===== config.mk =====
export PLATFORM = sky130hd
export DESIGN_NAME = gtpu_tcp_payload_locator_flat
export DESIGN_NICKNAME = d
export VERILOG_FILES = /design/src/gtpul_pkg.sv /design/src/gtpul_if.sv /design/src/gtpul_walker.sv /design/src/gtpu_tcp_payload_locator.sv /design/src/flat_wrapper.sv
export SDC_FILE = /design/constraint.sdc
export NUM_CORES = 1
export LEC_CHECK = 0
export ABC_CLOCK_PERIOD_IN_PS = 27300
export BUFFER_PORTS_ARGS = -buffer_cell sky130_fd_sc_hd__buf_2
export CAP_MARGIN = 5
export CORE_UTILIZATION = 24
export DETAILED_ROUTE_END_ITERATION = 12
export GPL_TIMING_DRIVEN = 0
export PLACE_DENSITY = 0.45
export SLEW_MARGIN = 25
export SYNTH_ARGS = -nofsm -noshare
export SYNTH_HDL_FRONTEND = slang
export SYNTH_SLANG_ARGS = --single-unit

===== constraint.sdc =====
create_clock -name clock -period 27.3 [get_ports clock]
set_input_delay 1.365 -clock clock [delete_from_list [all_inputs] [get_ports clock]]
set_output_delay 1.365 -clock clock [all_outputs]
set_load 0.05 [all_outputs]

===== src/gtpul_pkg.sv =====
package gtpul_pkg;

   localparam logic [15:0] MAX_FRAME_BYTES   = 16'd65535;
   localparam int unsigned LINK_HEADER_BYTES = 14;
   localparam int unsigned HEND_W            = 17;

   typedef enum logic [3:0] {
      LAYER_IDLE = 4'd0,
      LAYER_LINK = 4'd1,
      LAYER_OIP  = 4'd2,
      LAYER_UDP  = 4'd3,
      LAYER_GTP  = 4'd4,
      LAYER_GTPE = 4'd5,
      LAYER_EXT  = 4'd6,
      LAYER_IIP  = 4'd7,
      LAYER_TCP  = 4'd8,
      LAYER_PAY  = 4'd9
   } layer_type;

   typedef enum logic [1:0] {
      STAT_OK    = 2'd0,
      STAT_TRUNC = 2'd1,
      STAT_BAD   = 2'd2,
      STAT_EMPTY = 2'd3
   } status_type;

   typedef struct packed {
      logic [7:0] frame_byte;
      logic       end_of_frame;
   } beat_type;

   typedef struct packed {
      status_type  parse_status;
      logic [15:0] payload_offset;
      logic [15:0] payload_length;
   } result_type;

endpackage


===== src/gtpul_if.sv =====
interface gtpul_req_if;
   logic       valid;
   logic       ready;
   logic [7:0] frame_byte;
   logic       end_of_frame;

   modport source(output valid, output frame_byte, output end_of_frame, input ready);
   modport sink(input valid, input frame_byte, input end_of_frame, output ready);
endinterface

interface gtpul_rsp_if;
   logic        valid;
   logic        ready;
   logic [1:0]  parse_status;
   logic [15:0] payload_offset;
   logic [15:0] payload_length;

   modport source(output valid, output parse_status, output payload_offset,
                  output payload_length, input ready);
   modport sink(input valid, input parse_status, input payload_offset,
                input payload_length, output ready);
endinterface


===== src/gtpul_walker.sv =====
module gtpul_walker (
   input  logic                 clock,
   input  logic                 reset,
   input  logic                 step_valid,
   input  gtpul_pkg::beat_type  beat,
   input  logic                 encap_mode,
   output gtpul_pkg::result_type result
);
   import gtpul_pkg::*;

   localparam logic [HEND_W-1:0] IP_MIN_BYTES  = HEND_W'(20);
   localparam logic [HEND_W-1:0] UDP_BYTES     = HEND_W'(8);
   localparam logic [HEND_W-1:0] GTP_BYTES     = HEND_W'(8);
   localparam logic [HEND_W-1:0] GTP_OPT_BYTES = HEND_W'(12);
   localparam logic [HEND_W-1:0] EXT_MIN_BYTES = HEND_W'(4);
   localparam logic [HEND_W-1:0] TCP_OFF_BYTE  = HEND_W'(12);
   localparam logic [3:0]        MIN_WORDS     = 4'd5;

   function automatic logic [HEND_W-1:0] min_len(input layer_type l);
      logic [HEND_W-1:0] m;
      begin
         unique case (l) inside
            LAYER_LINK: m = HEND_W'(LINK_HEADER_BYTES);
            LAYER_OIP, LAYER_IIP, LAYER_TCP: m = IP_MIN_BYTES;
            LAYER_UDP: m = UDP_BYTES;
            LAYER_GTP: m = GTP_BYTES;
            LAYER_EXT: m = EXT_MIN_BYTES;
            default: m = '0;
         endcase
         return m;
      end
   endfunction

   layer_type         layer_ff, layer_in;
   logic [15:0]       pos_ff, pos_in;
   logic [HEND_W-1:0] hend_ff, hend_in;
   status_type        err_ff, err_in;
   logic [15:0]       pstart_ff, pstart_in;

   layer_type         l0, l1, nxt, upd_layer;
   logic [15:0]       ps0, upd_pos, upd_pstart;
   logic [HEND_W-1:0] he0, he1, ps0_x, upd_hend;
   status_type        upd_err;
   logic              rel0, rel12, bad, go;
   logic [7:0]        b;

   assign b     = beat.frame_byte;
   assign ps0_x = {1'b0, ps0};
   assign rel0  = (pos_ff == ps0);
   assign rel12 = ({1'b0, pos_ff} == ps0_x + TCP_OFF_BYTE);

   always_comb begin
      l0  = layer_ff;
      ps0 = pstart_ff;
      he0 = hend_ff;
      if (layer_ff == LAYER_IDLE) begin
         ps0 = '0;
         if (encap_mode && (LINK_HEADER_BYTES > 0)) begin
            l0  = LAYER_LINK;
            he0 = HEND_W'(LINK_HEADER_BYTES);
         end else begin
            l0  = encap_mode ? LAYER_OIP : LAYER_IIP;
            he0 = IP_MIN_BYTES;
         end
      end
   end

   always_comb begin
      l1  = l0;
      he1 = he0;
      bad = 1'b0;
      unique case (l0) inside
         LAYER_OIP, LAYER_IIP: begin
            if (rel0) begin
               if (b[3:0] < MIN_WORDS) bad = 1'b1;
               else he1 = ps0_x + HEND_W'({b[3:0], 2'b00});
            end
         end
         LAYER_GTP: begin
            if (rel0) begin
               if (b[2:0] != 3'd0) he1 = ps0_x + GTP_OPT_BYTES;
               if (b[2]) l1 = LAYER_GTPE;
            end
         end
         LAYER_EXT: begin
            if (rel0) begin
               if (b == 8'd0) bad = 1'b1;
               else he1 = ps0_x + HEND_W'({b, 2'b00});
            end
         end
         LAYER_TCP: begin
            if (rel12) begin
               if (b[7:4] < MIN_WORDS) bad = 1'b1;
               else he1 = ps0_x + HEND_W'({b[7:4], 2'b00});
            end
         end
         default: begin
         end
      endcase
   end

   always_comb begin
      go = !bad && (l1 != LAYER_PAY) && (({1'b0, pos_ff} + HEND_W'(1)) == he1);
      unique case (l1) inside
         LAYER_LINK: nxt = LAYER_OIP;
         LAYER_OIP:  nxt = LAYER_UDP;
         LAYER_UDP:  nxt = LAYER_GTP;
         LAYER_GTP:  nxt = LAYER_IIP;
         LAYER_GTPE, LAYER_EXT: nxt = (b != 8'd0) ? LAYER_EXT : LAYER_IIP;
         LAYER_IIP:  nxt = LAYER_TCP;
         default:    nxt = LAYER_PAY;
      endcase
   end

   always_comb begin
      upd_layer  = layer_ff;
      upd_pos    = pos_ff;
      upd_hend   = hend_ff;
      upd_err    = err_ff;
      upd_pstart = pstart_ff;
      if (pos_ff >= MAX_FRAME_BYTES) begin
         if (err_ff == STAT_OK) upd_err = STAT_BAD;
      end else begin
         upd_pos = pos_ff + 16'd1;
         if (err_ff == STAT_OK) begin
            upd_layer  = l1;
            upd_pstart = ps0;
            upd_hend   = he1;
            if (bad) begin
               upd_err = STAT_BAD;
            end else if (go) begin
               upd_layer  = nxt;
               upd_pstart = he1[15:0];
               upd_hend   = he1 + min_len(nxt);
            end
         end
      end

      layer_in  = layer_ff;
      pos_in    = pos_ff;
      hend_in   = hend_ff;
      err_in    = err_ff;
      pstart_in = pstart_ff;
      if (step_valid) begin
         if (beat.end_of_frame) begin
            layer_in  = LAYER_IDLE;
            pos_in    = '0;
            hend_in   = '0;
            err_in    = STAT_OK;
            pstart_in = '0;
         end else begin
            layer_in  = upd_layer;
            pos_in    = upd_pos;
            hend_in   = upd_hend;
            err_in    = upd_err;
            pstart_in = upd_pstart;
         end
      end
   end

   always_comb begin
      result.parse_status   = STAT_OK;
      result.payload_offset = '0;
      result.payload_length = '0;
      if (upd_err != STAT_OK) begin
         result.parse_status = upd_err;
      end else if (upd_layer != LAYER_PAY) begin
         result.parse_status = STAT_TRUNC;
      end else if (upd_pos <= upd_pstart) begin
         result.parse_status = STAT_EMPTY;
      end else begin
         result.payload_offset = upd_pstart;
         result.payload_length = upd_pos - upd_pstart;
      end
   end

   always_ff @(posedge clock) begin
      if (reset) begin
         layer_ff  <= LAYER_IDLE;
         pos_ff    <= '0;
         hend_ff   <= '0;
         err_ff    <= STAT_OK;
         pstart_ff <= '0;
      end else begin
         layer_ff  <= layer_in;
         pos_ff    <= pos_in;
         hend_ff   <= hend_in;
         err_ff    <= err_in;
         pstart_ff <= pstart_in;
      end
   end

   a_clear_after_last: assert property (@(posedge clock) disable iff (reset)
      step_valid && beat.end_of_frame |=> layer_ff == LAYER_IDLE && pos_ff == 16'd0
         && err_ff == STAT_OK)
      else $error("walker state not cleared after last beat");

   a_error_sticky: assert property (@(posedge clock) disable iff (reset)
      err_ff != STAT_OK && !(step_valid && beat.end_of_frame) |=> err_ff == $past(err_ff))
      else $error("latched error changed within a frame");

   a_payload_behind_pos: assert property (@(posedge clock) disable iff (reset)
      layer_ff == LAYER_PAY |-> pstart_ff <= pos_ff)
      else $error("payload start beyond byte position");

   a_not_ok_zero: assert property (@(posedge clock) disable iff (reset)
      result.parse_status != STAT_OK |-> result.payload_offset == 16'd0
         && result.payload_length == 16'd0)
      else $error("nonzero offset or length on a failed frame");

endmodule


===== src/gtpu_tcp_payload_locator.sv =====
// Locates the TCP payload in a frame delivered one byte per beat. In encapsulated mode
// (csr bit set, the reset value) the walk is a 14-byte link header, outer IPv4, UDP,
// GTP-U with its extension chain, inner IPv4 and TCP; with the bit clear it is IPv4 then
// TCP. The mode is sampled at the first byte of a frame. Only the beat marked as the last
// one yields a result beat: status (ok, truncated, malformed, empty payload), payload
// offset and length, the latter two zero unless ok. The block sustains one byte per clock
// with no gaps except while a last byte waits, as below; each byte is held in an input
// register and walked from there, and a walked last byte puts its result in the output
// register. Bytes keep flowing while that result waits for the sink, up to the next last
// byte, which is held in the input register until the output register frees.
module gtpu_tcp_payload_locator (
   input  logic clock,
   input  logic reset,
   input  logic csr_wr_en,
   input  logic csr_wr_data,
   gtpul_req_if.sink   req_chan,
   gtpul_rsp_if.source rsp_chan
);
   import gtpul_pkg::*;

   logic       mode_ff, mode_in;
   logic       s1_valid_ff, s1_valid_in;
   beat_type   s1_beat_ff, s1_beat_in;
   logic       rsp_valid_ff, rsp_valid_in;
   result_type rsp_ff, rsp_in;
   result_type walk_result;
   logic       out_free, adv, take, emit;

   assign out_free = !rsp_valid_ff || rsp_chan.ready;
   assign adv      = s1_valid_ff && (!s1_beat_ff.end_of_frame || out_free);
   assign emit     = adv && s1_beat_ff.end_of_frame;
   assign take     = req_chan.valid && req_chan.ready;

   assign req_chan.ready = !s1_valid_ff || adv;

   gtpul_walker u_walker (
      .clock      (clock),
      .reset      (reset),
      .step_valid (adv),
      .beat       (s1_beat_ff),
      .encap_mode (mode_ff),
      .result     (walk_result)
   );

   always_comb begin
      mode_in = csr_wr_en ? csr_wr_data : mode_ff;

      s1_beat_in = s1_beat_ff;
      if (take) begin
         s1_valid_in             = 1'b1;
         s1_beat_in.frame_byte   = req_chan.frame_byte;
         s1_beat_in.end_of_frame = req_chan.end_of_frame;
      end else if (adv) begin
         s1_valid_in = 1'b0;
      end else begin
         s1_valid_in = s1_valid_ff;
      end

      rsp_in = rsp_ff;
      if (emit) begin
         rsp_valid_in = 1'b1;
         rsp_in       = walk_result;
      end else if (rsp_chan.ready) begin
         rsp_valid_in = 1'b0;
      end else begin
         rsp_valid_in = rsp_valid_ff;
      end
   end

   always_ff @(posedge clock) begin
      if (reset) begin
         mode_ff      <= 1'b1;
         s1_valid_ff  <= 1'b0;
         rsp_valid_ff <= 1'b0;
      end else begin
         mode_ff      <= mode_in;
         s1_valid_ff  <= s1_valid_in;
         rsp_valid_ff <= rsp_valid_in;
      end
   end

   always_ff @(posedge clock) begin
      s1_beat_ff <= s1_beat_in;
      rsp_ff     <= rsp_in;
   end

   assign rsp_chan.valid          = rsp_valid_ff;
   assign rsp_chan.parse_status   = rsp_ff.parse_status;
   assign rsp_chan.payload_offset = rsp_ff.payload_offset;
   assign rsp_chan.payload_length = rsp_ff.payload_length;

endmodule

===== src/flat_wrapper.sv =====
// flat-port wrapper written by rule: the top's interface ports become plain ports
module gtpu_tcp_payload_locator_flat import gtpul_pkg::*;
  (clock, reset, csr_wr_en, csr_wr_data, req_chan_valid, req_chan_frame_byte, req_chan_end_of_frame, req_chan_ready, rsp_chan_valid, rsp_chan_parse_status, rsp_chan_payload_offset, rsp_chan_payload_length, rsp_chan_ready);
  gtpul_req_if req_chan_i ();
  gtpul_rsp_if rsp_chan_i ();
  input  logic clock;
  input  logic reset;
  input  logic csr_wr_en;
  input  logic csr_wr_data;
  input wire logic [$bits(req_chan_i.valid)-1:0] req_chan_valid;
  input wire logic [$bits(req_chan_i.frame_byte)-1:0] req_chan_frame_byte;
  input wire logic [$bits(req_chan_i.end_of_frame)-1:0] req_chan_end_of_frame;
  output wire logic [$bits(req_chan_i.ready)-1:0] req_chan_ready;
  output wire logic [$bits(rsp_chan_i.valid)-1:0] rsp_chan_valid;
  output wire logic [$bits(rsp_chan_i.parse_status)-1:0] rsp_chan_parse_status;
  output wire logic [$bits(rsp_chan_i.payload_offset)-1:0] rsp_chan_payload_offset;
  output wire logic [$bits(rsp_chan_i.payload_length)-1:0] rsp_chan_payload_length;
  input wire logic [$bits(rsp_chan_i.ready)-1:0] rsp_chan_ready;
  assign req_chan_i.valid = req_chan_valid;
  assign req_chan_i.frame_byte = req_chan_frame_byte;
  assign req_chan_i.end_of_frame = req_chan_end_of_frame;
  assign req_chan_ready = req_chan_i.ready;
  assign rsp_chan_valid = rsp_chan_i.valid;
  assign rsp_chan_parse_status = rsp_chan_i.parse_status;
  assign rsp_chan_payload_offset = rsp_chan_i.payload_offset;
  assign rsp_chan_payload_length = rsp_chan_i.payload_length;
  assign rsp_chan_i.ready = rsp_chan_ready;
  gtpu_tcp_payload_locator u_core (.clock(clock), .reset(reset), .csr_wr_en(csr_wr_en), .csr_wr_data(csr_wr_data), .req_chan(req_chan_i), .rsp_chan(rsp_chan_i));
endmodule

After elaboration in Yosys (flattened, before gate mapping)
Index checks and enable logic that the tools add are counted.
- magnitude comparators: 4
- reductions and logical operators: 27
- mux-type cells: 60
- add/subtract/negate cells: 8
- eq/ne operators: 25
- operators with widths (kind ; count):
    2-to-1 mux 17 bit ; 18
    2-to-1 mux 16 bit ; 8
    one-hot mux 17 bit (4 select lines) ; 1
    == test 4 x 3 -> 1 bit (second input constant) ; 10
    2-to-1 mux 4 bit ; 9
    adder 16 x 6 -> 17 bit ; 2
    one-hot mux 4 bit (6 select lines) ; 1
    == test 4 x 2 -> 1 bit (second input constant) ; 5
    one-hot mux 5 bit (4 select lines) ; 1
    adder 16 x 1 -> 17 bit (second input constant) ; 1
    adder 16 x 10 -> 17 bit ; 1
    adder 16 x 4 -> 17 bit (second input constant) ; 1
    adder 17 bit ; 1
    == test 16 x 17 -> 1 bit ; 1
    == test 17 bit ; 1
    adder 16 x 1 -> 16 bit (second input constant) ; 1
    == test 16 bit ; 1
    greater-or-equal comparator 16 bit (second input constant) ; 1
    less-or-equal comparator 16 bit ; 1
    2-to-1 mux 2 bit ; 8
    subtractor 16 bit ; 1
    2-to-1 mux 1 bit ; 11
    == test 4 x 1 -> 1 bit (second input constant) ; 2
    == test 4 bit (second input constant) ; 2
    18 further kinds ; 35
- word-level logic and storage cells: 137
- output and inout bits: 36
- register bits after elaboration: 101
- input bits: 15

Logic depth before layout (Yosys ltp)
- word-level depth: 21
- depth in mapped cells: 42

By module
A second synthesis with hierarchy kept.
- cell total of the unflattened synthesis: 1291
- area total of the unflattened synthesis: 10289.9 µm²
- by module, submodules not included (module ; seq. area each (µm²) ; cells an instance ; times used ; area each (µm²)):
    gtpul_walker ; 1101.1 ; 1233 ; 1 ; 8852.2
    gtpu_tcp_payload_locator ; 1351.3 ; 58 ; 1 ; 1437.6

Worst setup path before layout
OpenSTA, ideal clock, no wires.
- kind: flip-flop to flip-flop
- start: reg u_core.u_walker.layer_ff[2]
- end: reg u_core.rsp_ff (netlist bit u_core.rsp_chan.parse_status[0]) (data pin)
- clock period less this slack: 8966 ps
- arrival: 8710 ps
- slack: 18334 ps
- path buffers: 8
- data required time: 27044 ps
- stages on the path, launching flop included: 41
- path through: dfxtp_1 > buf_2 > or4_1 > clkbuf_1 > buf_2 > buf_1 > clkbuf_1 > clkbuf_1 > clkbuf_1 > and2_1 > ha_1 > or4_1 > o21ai_0 > nor4_1 > o31a_1 > a31oi_1 > a2bb2oi_1 > o311a_1 > [5 not listed] > a2bb2oi_1 > inv_1 > ha_1 > fa_1 > nor2b_1 > o21ai_0 > a21boi_0 > o21ai_0 > a21boi_0 > o21ai_0 > a21oi_1 > o21ai_0 > a21oi_1 > o21ai_0 > a31oi_1 > nor2b_1 > o2111ai_4 > a31o_2
- RTL lines (what ; RTL line ; RTL):
    start, declared ; gtpul_walker.sv:34 ; layer_type layer_ff, layer_in;
    start signal, assigned ; gtpul_walker.sv:185 ; layer_ff <= layer_in;
    end signal, assigned ; gtpu_tcp_payload_locator.sv:84 ; rsp_ff <= rsp_in;
    end, declared ; gtpu_tcp_payload_locator.sv:25 ; result_type rsp_ff, rsp_in;

Worst setup path in the final report
- start: reg u_core.u_walker.layer_ff[2]
- end: reg u_core.rsp_ff (netlist bit u_core.rsp_chan.payload_length[3]) (data pin)
- cells in the longest elaborated chain, start to end: 15
- elaborated cells on any way between the ends: 62
- those cells by class: add/sub (5); order compare (1); eq/ne (17); mux (31); reduce/logical (8)
- ends and longest elaborated chain (what ; RTL line ; RTL):
    branches (longest 10 deep; another with adder 16 x 4 -> 17 bit) ; - ;
    2-to-1 mux 16 bit (*) ; gtpul_walker.sv:129 ; if (bad) begin
    2-to-1 mux 16 bit (*) ; gtpul_walker.sv:125 ; if (err_ff == STAT_OK) begin
    2-to-1 mux 16 bit (*) ; gtpul_walker.sv:121 ; if (pos_ff >= MAX_FRAME_BYTES) begin
    via u_core.u_walker.upd_pstart[0] ; gtpul_walker.sv:41 ; logic [15:0] ps0, upd_pos, upd_pstart;
    less-or-equal comparator 16 bit ; gtpul_walker.sv:169 ; end else if (upd_pos <= upd_pstart) begin
    OR reduction 3 bit (no source line) ; - ;
Mark *: on every way through the listed nets, which the timed path passes.
A chain may end at the register's enable or synchronous reset.

==> metrics.log <==
INFO  metric place_inst = 1832
INFO  metric hold_slack = 0.516 ns
INFO  metric finalInstanceArea = 11100 µm²
INFO  metric first_pass_grt_wire_length = 66700 µm
INFO  metric totalWireLength = 45900 µm
INFO  metric antenna_found_initial = 0
INFO  metric power_share_of_the_clock_group = 36.7%
INFO  metric critPathBufInv = 10
INFO  metric first_iter_violations = 1298
INFO  metric gp_congestion = 0.987
INFO  metric numCtsBuffers = 9
INFO  metric nNetsFinal = 1370
INFO  metric placement.io_buffers = 49
INFO  metric grt_util_met3 = 3.33%
INFO  metric timing.max_slew.rel_slack = 26.5%
INFO  metric cts_max_path_buffers = 2
INFO  metric vias = 10700
INFO  metric finalHoldViolations = 0
INFO  metric grt_start_max_net_pins = 38
INFO  metric cts-resized-gates = 0
INFO  metric die-area = 41700 µm²
INFO  metric synth.largest_area_cell = sky130_fd_sc_hd__edfxtp_1
INFO  metric cts.sink_count = 101
INFO  metric route.detailed.drc = 0
INFO  metric run_status = finished clean
INFO  metric max-vdd-ir-drop = 0.0304 mV
INFO  metric netlist_area = 9820 µm²
INFO  metric setup-tns-final = 0 ns
INFO  metric power_leakage = 4.01 nW
INFO  metric syn2layout_area_growth = 12.8%
INFO  metric data_arrival_time_of_the_worst_path = 13.02 ns
INFO  metric max_cap_viol_count = 0
INFO  metric core_region_area = 40000 µm²
INFO  metric synthDistinctLibCells = 88
INFO  metric clock_root_buffer = sky130_fd_sc_hd__clkbuf_16
INFO  metric rsz0062_at_grt = false
INFO  metric cpLargestDelayFamily = compound AO/OA/AOI/OAI gates
INFO  metric post_synth.cell_area_avg = 7.81 µm²
INFO  metric slew_violations = 0
INFO  metric ant_nets = 0
INFO  metric cp_slowest_cell = sky130_fd_sc_hd__clkbuf_1
INFO  metric groute.usage.overall = 21.9%
INFO  metric gr-total-overflow = 0
INFO  metric p_seq_share = 42.0%
INFO  metric synth_top_area_share = 13.2%
INFO  metric holdCritPathClass = reg2reg
INFO  metric worst_setup_hold_path_clk_slew = 0.08 ns
INFO  metric cp-end-kind = register
INFO  metric netlist_instances = 1257
INFO  metric worstMarginPinSlew = 1.09 ns
INFO  metric dpl_cell_area = 10700 µm²
INFO  metric chipHeight = 204 µm
INFO  metric postSynthNetCount = 1309
INFO  metric hpwlAfterDp = 36300 µm
INFO  metric synth-edff-count = 43
INFO  metric postSynthRegisterBits = 101
INFO  metric drt_first_pass_iters = 6
INFO  metric report.final.setup_viol = 0
INFO  metric met2_usage = 34.7%
INFO  metric cellInternalPower = 0.000258 W
INFO  metric critPathKind = reg2reg
INFO  metric wire_per_inst = 24.8 µm
INFO  metric asyncSetResetFlopFracSynth = 0%
INFO  metric detail_route.vias_per_cell = 5.80
INFO  metric critical_path_required = 27.52 ns
INFO  metric slowest_delay = 0.63 ns
INFO  metric switchingPower = 0.000130 W
INFO  metric diodes_inserted = 0
INFO  metric drive_gt1_share = 11.1%
INFO  metric tritoncts_clock_tree = done
INFO  metric ranking_of_synthesized_cells_by_area = sky130_fd_sc_hd__edfxtp_1 13%, sky130_fd_sc_hd__dfxtp_1 12%, sky130_fd_sc_hd__nand2_1 4.4%
INFO  metric initial_utilization = 24.5%
INFO  metric gr-max-usage-layer = met2
INFO  metric row_count = 73
INFO  metric htreeDepth = 3
INFO  metric netSwitchingFraction = 33.5%
INFO  metric postSynth.topFlopCell = sky130_fd_sc_hd__dfxtp_1
INFO  metric max_freq = 0.0781 GHz
INFO  metric critical_path.max_fanout = 10
INFO  metric dieWidth = 204 µm
INFO  metric grt_use_met1 = 29.8%
INFO  metric power.combinational.fraction = 21.2%
INFO  metric ys_warn_count = 0
INFO  metric final_cell_count_no_fill = 1848
INFO  metric start_kind = register
INFO  metric sequential_element_share_of_the_synthesized_area = 25.0%
INFO  metric critPathMostFrequentCell = sky130_fd_sc_hd__o21ai_0
INFO  metric ios = 51
INFO  metric finalCritPeriodShare = 46.9%
INFO  metric clkLatencyLatePin = 0.39 ns
INFO  metric fin_worst_skew = 0.0229 ns
INFO  metric first_global_vias = 9949
INFO  metric power.density_cell_area = 35.0 nW/µm²
INFO  metric cts_post_setup_buffers_inserted = 0
INFO  metric cts_hold_buffers = 0
INFO  metric finalWorstPathRequiredPeriod = 12.80 ns
## power by group through the flow
| stage | clock, W | combinational [W] | sequential, W |
|---|---|---|---|
| floorplan | 0 | 0.0000498 | 0.000170 |
| global placement | 0 | 0.0000797 | 0.000166 |
| detailed placement | 0 | 0.0000795 | 0.000166 |
| CTS | 0.000146 | 0.0000799 | 0.000163 |
| global route | 0.000152 | 0.0000879 | 0.000163 |
| finish | 0.000142 | 0.0000822 | 0.000163 |
## Yosys cell counts (all sizes together) (8+ instances only)
cell    instances
nand3          45
nand2b         14
edfxtp         43
xor2           44
nand2         116
nor2b          13
a31oi          23
o41ai          15
a21o           23
dfxtp          58
or3            16
or2            13
ha             34
nor4           28
o211ai         10
a211o          10
and3           18
o21bai          8
a21oi          70
o21a            8
a211oi          8
mux2i          13
a22o           11
or4            11
inv            44
o31ai           9
a21boi          8
nor2          115
nor3           39
a311oi          8
xnor2          38
buf            29
clkbuf         60
and2           17
o21ai          75
a22oi          36
nand4          24
## worst paths after layout
check / cells past startpoint / from / slack, ns / end
setup / recovery: 41 / u_core.u_walker.layer_ff[2] / 14.50 / u_core.rsp_chan.payload_length[3]
hold / removal: 2 / u_core.u_walker.hend_ff[3] / 0.52 / u_core.u_walker.hend_ff[3]
setup reg to reg: 41 / u_core.u_walker.layer_ff[2] / 14.50 / u_core.rsp_chan.payload_length[3]
hold reg to reg: 2 / u_core.u_walker.hend_ff[3] / 0.52 / u_core.u_walker.hend_ff[3]
## sequential cells by signal (all words and copies together), names as in the netlist, 2 cells and up
register,cells
u_core.u_walker.err_ff,2
u_core.u_walker.hend_ff,17
u_core.u_walker.pos_ff,16
u_core.rsp_chan.parse_status,2
u_core.rsp_chan.payload_offset,16
u_core.u_walker.layer_ff,4
u_core.u_walker.pstart_ff,16
u_core.rsp_chan.payload_length,16
u_core.s1_beat_ff,9
## stage by stage
step                      worst slack (ns)  utilization, %  power [W]
after floorplan                      18.33               -   0.000220
final                                14.50            27.7   0.000387
after global placement               14.74            26.8   0.000246
after detailed placement             14.90            26.9   0.000246
after CTS                            14.84            27.6   0.000388
after global routing                 13.85            27.7   0.000403
## cells in the final DEF (no fill, tap or decap), drive strengths merged, types with 9 or more instances in the layout
cell and instances:
a211o 10, a21o 23, a21oi 70, a22o 11, a22oi 36, a31oi 23
and2 17, and3 18, buf 79, clkbuf 72, dfxtp 58, edfxtp 43
ha 34, inv 47, mux2i 13, nand2 116, nand2b 14, nand3 45
nand4 24, nor2 115, nor2b 13, nor3 39, nor4 28, o211ai 10
o21ai 75, o31ai 9, o41ai 15, or2 13, or3 16, or4 11
xnor2 38, xor2 44
## worst reg2reg max path: cells and delay by family, from the launching register on
family          cells  cell delay [ns]
compound gates     18             4.64
fa+ha+maj           3             0.89
buf+inv            10             3.82
flops               1             0.33
simple gates       10             2.98
## per-layer routing
metal | part of all wire (%) | routed length, µm
met5 | 0 | 0
met4 | 3.7 | 1690
met3 | 7.8 | 3560
met2 | 44 | 20400
met1 | 44 | 20200
## logic make-up (layout without fill, tap and decap cells)
| logic type | Yosys count | in the layout | synth area share, % |
|---|---|---|---|
| and+or+nand+nor | 498 | 498 | 26.9 |
| AOI/OAI and AO/OA | 384 | 384 | 27.7 |
| buffers and inverters | 133 | 199 | 5.68 |
| DFF | 101 | 101 | 25.0 |
| xor gates and xnor gates | 83 | 83 | 7.56 |
| adders and majority gates | 37 | 37 | 4.95 |
| muxes | 20 | 20 | 2.13 |
| other | 1 | 1 | 0.0382 |
## cell type report
type	count	area [µm²]
multi-input combinational	1023	6840
sequential	101	2450
tap	525	657
inverter	44	165
buffer	89	393
timing repair buffer	50	256
fill	4463	28900
clock inverter	4	33.8
clock buffer	12	278
(Power assumes the default switching activity.)
